<file path="src/leek_pkg.sv">
`timescale 1ns / 1ps

package leek_pkg;

   localparam int LINE_DEPTH = 63;
   localparam int IDX_W = $clog2(LINE_DEPTH);
   localparam int CNT_W = $clog2(LINE_DEPTH + 1);

   localparam logic [7:0] CH_ERASE   = 8'd35;
   localparam logic [7:0] CH_KILL    = 8'd64;
   localparam logic [7:0] CH_NEWLINE = 8'd10;

   typedef enum logic [1:0] {
      ST_IDLE  = 2'b01,
      ST_DRAIN = 2'b10
   } state_type;

endpackage

</file>
<file path="src/line_editor_erase_kill_top.sv">
`timescale 1ns / 1ps

// channel   ports                        fields (low bit up)
// req       req_tvalid/tready/tdata/user tdata: char_in[7:0]; tuser: end_of_input
// rsp       rsp_tvalid/tready/tdata/last tdata: char_out[7:0]; tlast: last;
//           rsp_tuser                    tuser: truncated
//
// an ordinary, erase or kill character, or an end of input on an idle line, is taken at once
// a newline, or an end of input on a started line, holds off req until the line drains:
// one line-store read per cycle while rsp does not stall, each read passing through the
// read register, then the closing newline; an empty line sends only the closing newline
// no clearing pass for the line store; reset clears fill count, started and overflow flags
// a stalled rsp holds the drain; the output register lets req resume while the
// closing newline still waits

module line_editor_erase_kill_top (
   input  logic       clock,
   input  logic       reset,
   input  logic       req_tvalid,
   output logic       req_tready,
   input  logic [7:0] req_tdata,   // char_in[7:0]
   input  logic       req_tuser,   // end_of_input
   output logic       rsp_tvalid,
   input  logic       rsp_tready,
   output logic [7:0] rsp_tdata,   // char_out[7:0]
   output logic       rsp_tlast,
   output logic       rsp_tuser    // truncated
);

   logic [7:0] mem [leek_pkg::LINE_DEPTH];

   leek_pkg::state_type state_ff, state_in;
   logic [leek_pkg::CNT_W-1:0] fill_ff, fill_in;
   logic [leek_pkg::CNT_W-1:0] rd_idx_ff, rd_idx_in;
   logic started_ff, started_in;
   logic ovf_ff, ovf_in;
   logic trunc_ff, trunc_in;
   logic rd_pend_ff, rd_pend_in;
   logic [7:0] mem_q_ff;
   logic out_valid_ff, out_valid_in;
   logic [7:0] out_data_ff, out_data_in;
   logic out_last_ff, out_last_in;
   logic out_trunc_ff, out_trunc_in;

   logic accept, out_free, issue, move, finish, flush, do_write, drain;

   assign req_tready = (state_ff == leek_pkg::ST_IDLE);
   assign accept     = req_tvalid && req_tready;
   assign drain      = (state_ff == leek_pkg::ST_DRAIN);
   assign out_free   = !out_valid_ff || rsp_tready;
   assign issue      = drain && (rd_idx_ff != fill_ff) && (!rd_pend_ff || out_free);
   assign move       = rd_pend_ff && out_free;
   assign finish     = drain && (rd_idx_ff == fill_ff) && !rd_pend_ff && out_free;
   assign flush      = accept && (req_tuser ? started_ff
                                            : (req_tdata == leek_pkg::CH_NEWLINE));
   assign do_write   = accept && !req_tuser
                       && (req_tdata != leek_pkg::CH_NEWLINE)
                       && (req_tdata != leek_pkg::CH_ERASE)
                       && (req_tdata != leek_pkg::CH_KILL)
                       && (fill_ff < leek_pkg::CNT_W'(leek_pkg::LINE_DEPTH));

   always_comb begin
      state_in     = state_ff;
      fill_in      = fill_ff;
      rd_idx_in    = rd_idx_ff;
      started_in   = started_ff;
      ovf_in       = ovf_ff;
      trunc_in     = trunc_ff;
      rd_pend_in   = rd_pend_ff;
      out_valid_in = out_valid_ff;
      out_data_in  = out_data_ff;
      out_last_in  = out_last_ff;
      out_trunc_in = out_trunc_ff;

      if (flush) begin
         state_in  = leek_pkg::ST_DRAIN;
         rd_idx_in = '0;
         trunc_in  = ovf_ff;
      end else if (accept && !req_tuser) begin
         started_in = 1'b1;
         priority if (req_tdata == leek_pkg::CH_ERASE) begin
            if (fill_ff != '0) fill_in = fill_ff - leek_pkg::CNT_W'(1);
         end else if (req_tdata == leek_pkg::CH_KILL) begin
            fill_in = '0;
         end else if (do_write) begin
            fill_in = fill_ff + leek_pkg::CNT_W'(1);
         end else begin
            ovf_in = 1'b1;
         end
      end

      if (issue) rd_idx_in = rd_idx_ff + leek_pkg::CNT_W'(1);

      if (issue)     rd_pend_in = 1'b1;
      else if (move) rd_pend_in = 1'b0;

      priority if (move) begin
         out_valid_in = 1'b1;
         out_data_in  = mem_q_ff;
         out_last_in  = 1'b0;
         out_trunc_in = trunc_ff;
      end else if (finish) begin
         out_valid_in = 1'b1;
         out_data_in  = leek_pkg::CH_NEWLINE;
         out_last_in  = 1'b1;
         out_trunc_in = trunc_ff;
         state_in     = leek_pkg::ST_IDLE;
         fill_in      = '0;
         started_in   = 1'b0;
         ovf_in       = 1'b0;
      end else if (rsp_tready) begin
         out_valid_in = 1'b0;
      end
   end

   always_ff @(posedge clock) begin
      if (do_write) mem[fill_ff[leek_pkg::IDX_W-1:0]] <= req_tdata;
      if (issue) mem_q_ff <= mem[rd_idx_ff[leek_pkg::IDX_W-1:0]];
   end

   always_ff @(posedge clock) begin
      if (reset) begin
         state_ff     <= leek_pkg::ST_IDLE;
         fill_ff      <= '0;
         rd_idx_ff    <= '0;
         started_ff   <= 1'b0;
         ovf_ff       <= 1'b0;
         rd_pend_ff   <= 1'b0;
         out_valid_ff <= 1'b0;
      end else begin
         state_ff     <= state_in;
         fill_ff      <= fill_in;
         rd_idx_ff    <= rd_idx_in;
         started_ff   <= started_in;
         ovf_ff       <= ovf_in;
         rd_pend_ff   <= rd_pend_in;
         out_valid_ff <= out_valid_in;
      end
   end

   always_ff @(posedge clock) begin
      trunc_ff     <= trunc_in;
      out_data_ff  <= out_data_in;
      out_last_ff  <= out_last_in;
      out_trunc_ff <= out_trunc_in;
   end

   assign rsp_tvalid = out_valid_ff;
   assign rsp_tdata  = out_data_ff;
   assign rsp_tlast  = out_last_ff;
   assign rsp_tuser  = out_trunc_ff;

endmodule

</file>
<file path="config.mk">
export PLATFORM = sky130hd
export DESIGN_NAME = line_editor_erase_kill_top
export DESIGN_NICKNAME = d
export VERILOG_FILES = /design/src/leek_pkg.sv /design/src/line_editor_erase_kill_top.sv
export SDC_FILE = /design/constraint.sdc
export NUM_CORES = 1
export LEC_CHECK = 0
export BUFFER_PORTS_ARGS = -buffer_cell sky130_fd_sc_hd__buf_2
export CELL_PAD_IN_SITES_DETAIL_PLACEMENT = 0
export CELL_PAD_IN_SITES_GLOBAL_PLACEMENT = 1
export CORE_UTILIZATION = 25
export DETAILED_ROUTE_END_ITERATION = 10
export HOLD_SLACK_MARGIN = 0.15
export PLACE_DENSITY_LB_ADDON = 0.3
export SYNTH_ARGS = -nofsm -noshare
export SYNTH_HDL_FRONTEND = slang
export SYNTH_SLANG_ARGS = --single-unit
export TNS_END_PERCENT = 10
</file>
<file path="constraint.sdc">
create_clock -name clock -period 5.55 [get_ports clock]
set_input_delay 0.8325 -clock clock [delete_from_list [all_inputs] [get_ports clock]]
set_output_delay 0.8325 -clock clock [all_outputs]
set_load 0.02 [all_outputs]
</file>
==> results.sh <==
export IMPL_status="finished, final reports clean"
export IMPL_p_leak_nw=7.40
export IMPL_antenna_found_initial=2
export IMPL_cts_tree="built"
export IMPL_synthesis_area_sq_um=21600
export IMPL_yosysTopAreaCell="edfxtp_1"
export IMPL_synth_nets=1144
export IMPL_syn_to_final_growth_pct=15.8
export IMPL_drive_gt1_share_pct=22.9
export IMPL_critPathMaxStageDelay_ps=890
export IMPL_p_total_mw=8.59
export IMPL_synthCells=1127
export IMPL_critPathKind="primary input to register"
export IMPL_clkTransAtPathRegs_ps=60
export IMPL_tightestPinTransition_ps=925
export IMPL_min_path_type="register to register"
export IMPL_cts_hold_fix_buffers=0
export IMPL_core_sq_um=85300
export IMPL_hold_viol_final=0
export IMPL_yosysSeqAreaShare_pct=74.4
export IMPL_vias_per_cell=4.61
export IMPL_drtIter0Drc=1044
export IMPL_die_y_um=296
export IMPL_avgSynthCellArea_sq_um=19.1
export IMPL_grt_pass1_vias=11200
export IMPL_synth_edf_count=522
export IMPL_cp_slowest_cell="nor2_1"
export IMPL_vias=10900
export IMPL_required_ps=5780
export IMPL_place_detailed_hpwl_mm=36.9
export IMPL_grt_first_pass_wirelength_mm=83.2
export IMPL_cts_buffers=56
export IMPL_grt_overflow=0
export IMPL_synth_distinct_cells=66
export IMPL_clock_latency_ps=610
export IMPL_synth_top_area_share_pct=72.6
export IMPL_io_pins=25
export IMPL_yosys_warnings=0
export IMPL_setup_viol=0
export IMPL_num_rows=107
export IMPL_post_route_period_util_pct=70.1
export IMPL_setup_tns_ps=0
export IMPL_maxCapViolCount=0
export IMPL_fp_dieW_um=296
export IMPL_gp_congestion=0.842
export IMPL_htree_num_levels=2
export IMPL_start_kind="primary input"
export IMPL_arrival_ps=4120
export IMPL_grt_setup_unrepaired="false"
export IMPL_fin_crit_ps=3890
export IMPL_drtPass1Iterations=5
export IMPL_post_cts_buffers=0
export IMPL_start_util_pct=25.3
export IMPL_worstPathCellList="buf_2, buf_4, nor4b_1, o21ai_1, and3_1, nand4_1, nor2_1"
export IMPL_pwr_density_cell_nw_per_um2=344
export IMPL_finalClockSkew_ps=15.3
export IMPL_grt_usage_pct=13.3
export IMPL_slew_limit_headroom_pct=36.7
export IMPL_grt_max_degree=64
export IMPL_ys_ff_latch=541
export IMPL_routedWlPerCell_um=24.3
export IMPL_ys_top_cells_by_area="edfxtp_1, mux4_2, dfxtp_1"
export IMPL_max_vdd_ir_drop_uv=195
export IMPL_drt_total_wl_mm=57.5
export IMPL_fmax_mhz=257
export IMPL_ys_flop_type="edfxtp_1"
export IMPL_drt_antenna_violating_nets=0
export IMPL_synthArstFlopShare_pct=0
export IMPL_die_area_sq_um=87500
export IMPL_num_nets_final=1189
export IMPL_drc=0
export IMPL_final_max_slew_viol_count=0
export IMPL_path_max_fanout=41
export IMPL_portBuffers=24
export IMPL_root_buffer="clkbuf_16"
export IMPL_cts_resized=0
export IMPL_cts_sinks=541
export IMPL_cts_root_to_sink_buffers=3
export IMPL_cp_end_kind="register"
## metal layers
| layer | share of wire (%) | track usage [%] |
|---|---|---|
| met5 | 0.014 | 0 |
| met4 | 2.0 | 3.26 |
| met3 | 4.3 | 1.83 |
| met2 | 48 | 21.9 |
| met1 | 45 | 18.4 |
## sequential cells by signal (all words and copies together) (netlist names)
register    count
started_ff      1
ovf_ff          1
rd_pend_ff      1
state_ff        2
trunc_ff        1
fill_ff         6
mem_q_ff        8
rd_idx_ff       6
rsp_tvalid      1
rsp_tdata       8
rsp_tlast       1
mem           504
rsp_tuser       1
## layout by cell type (no fill, tap or decap), types with 11 or more instances in the layout
cell	n
clkbuf_16	56
buf_2	24
a211oi_1	23
mux4_2	117
nor2_1	90
edfxtp_1	522
clkinv_2	11
nand3_1	14
o22ai_1	15
mux2i_1	32
and2_1	15
o21ai_0	23
dfxtp_1	15
nor2b_1	14
a21oi_1	13
nand2_1	28
buf_4	23
clkinv_1	12
## per-stage QoR
step / instance area [sq um] / std cells / hold slack (ps) / setup slack [ps] / util [%]
after floorplan: 21600 / 1127 / 400 / 2600 / -
after global placement: 23000 / 2258 / 404 / 1100 / 27.0
after detailed placement: 23000 / 2258 / 427 / 1070 / 27.0
after CTS: 25000 / 2363 / 444 / 1710 / 29.3
after global routing: 25000 / 2363 / 460 / 1520 / 29.3
final: 25000 / 2364 / 439 / 1660 / 29.3
## critical path, delay by kind of cell
kind | cells | cell delay (ps)
AO/OA/AOI/OAI | 1 | 470
buffers and inverters | 2 | 620
AND/OR/NAND/NOR | 4 | 2180
## power breakdown
part	switching, mW	total [mW]	leakage (nW)	internal, mW
clock network	1.62	3.95	0.938	2.32
logic	0.128	0.158	1.61	0.0303
registers	0.00553	4.48	4.85	4.48
total	1.76	8.59	7.40	6.83
## final timing paths
check                from   endpoint  slack (ps)  depth (start not counted)
max          req_tdata[0]  mem[5][0]        1660                          7
min              trunc_ff  rsp_tuser         440                          0
max reg2reg   state_ff[1]  mem[5][0]        1870                          5
min reg2reg      trunc_ff  rsp_tuser         440                          0
## cell type report
type                       count  area (sq um)
antenna                        1          2.50
clock buffer                  59          1410
clock inverter                46           534
fill                        8366         60300
inverter                       6          22.5
multi-input combinational    517          5170
sequential                   541         16100
tap                         1144          1430
timing repair buffer          50           353
## logic make-up (layout without fill, tap and decap cells)
group,count (synthesis),count (layout),synth area share (%)
other,0,1,0
adder cells (fa/ha/maj),4,4,0.232
flip-flops,541,541,74.4
AO/OA/AOI/OAI,122,122,3.86
XOR/XNOR,6,6,0.243
buffers and inverters,69,161,1.67
multiplexers,154,154,14.1
AND/OR/NAND/NOR,231,231,5.51
## cells in the mapped netlist (6+ instances only)
cell	count
a211oi_1	23
a21oi_1	13
a22oi_1	8
a31oi_1	7
and2_1	15
and3_1	7
buf_1	6
buf_2	11
buf_4	9
clkbuf_1	31
dfxtp_1	19
edfxtp_1	522
mux2i_1	32
mux4_2	117
nand2_1	28
nand2b_1	10
nand3_1	14
nand3b_1	6
nor2_1	90
nor2b_1	14
nor3_1	6
nor4_1	6
o21ai_0	23
o22ai_1	15
or4_1	6
xor2_1	6
Note: power is estimated with default switching activity, not from simulation.
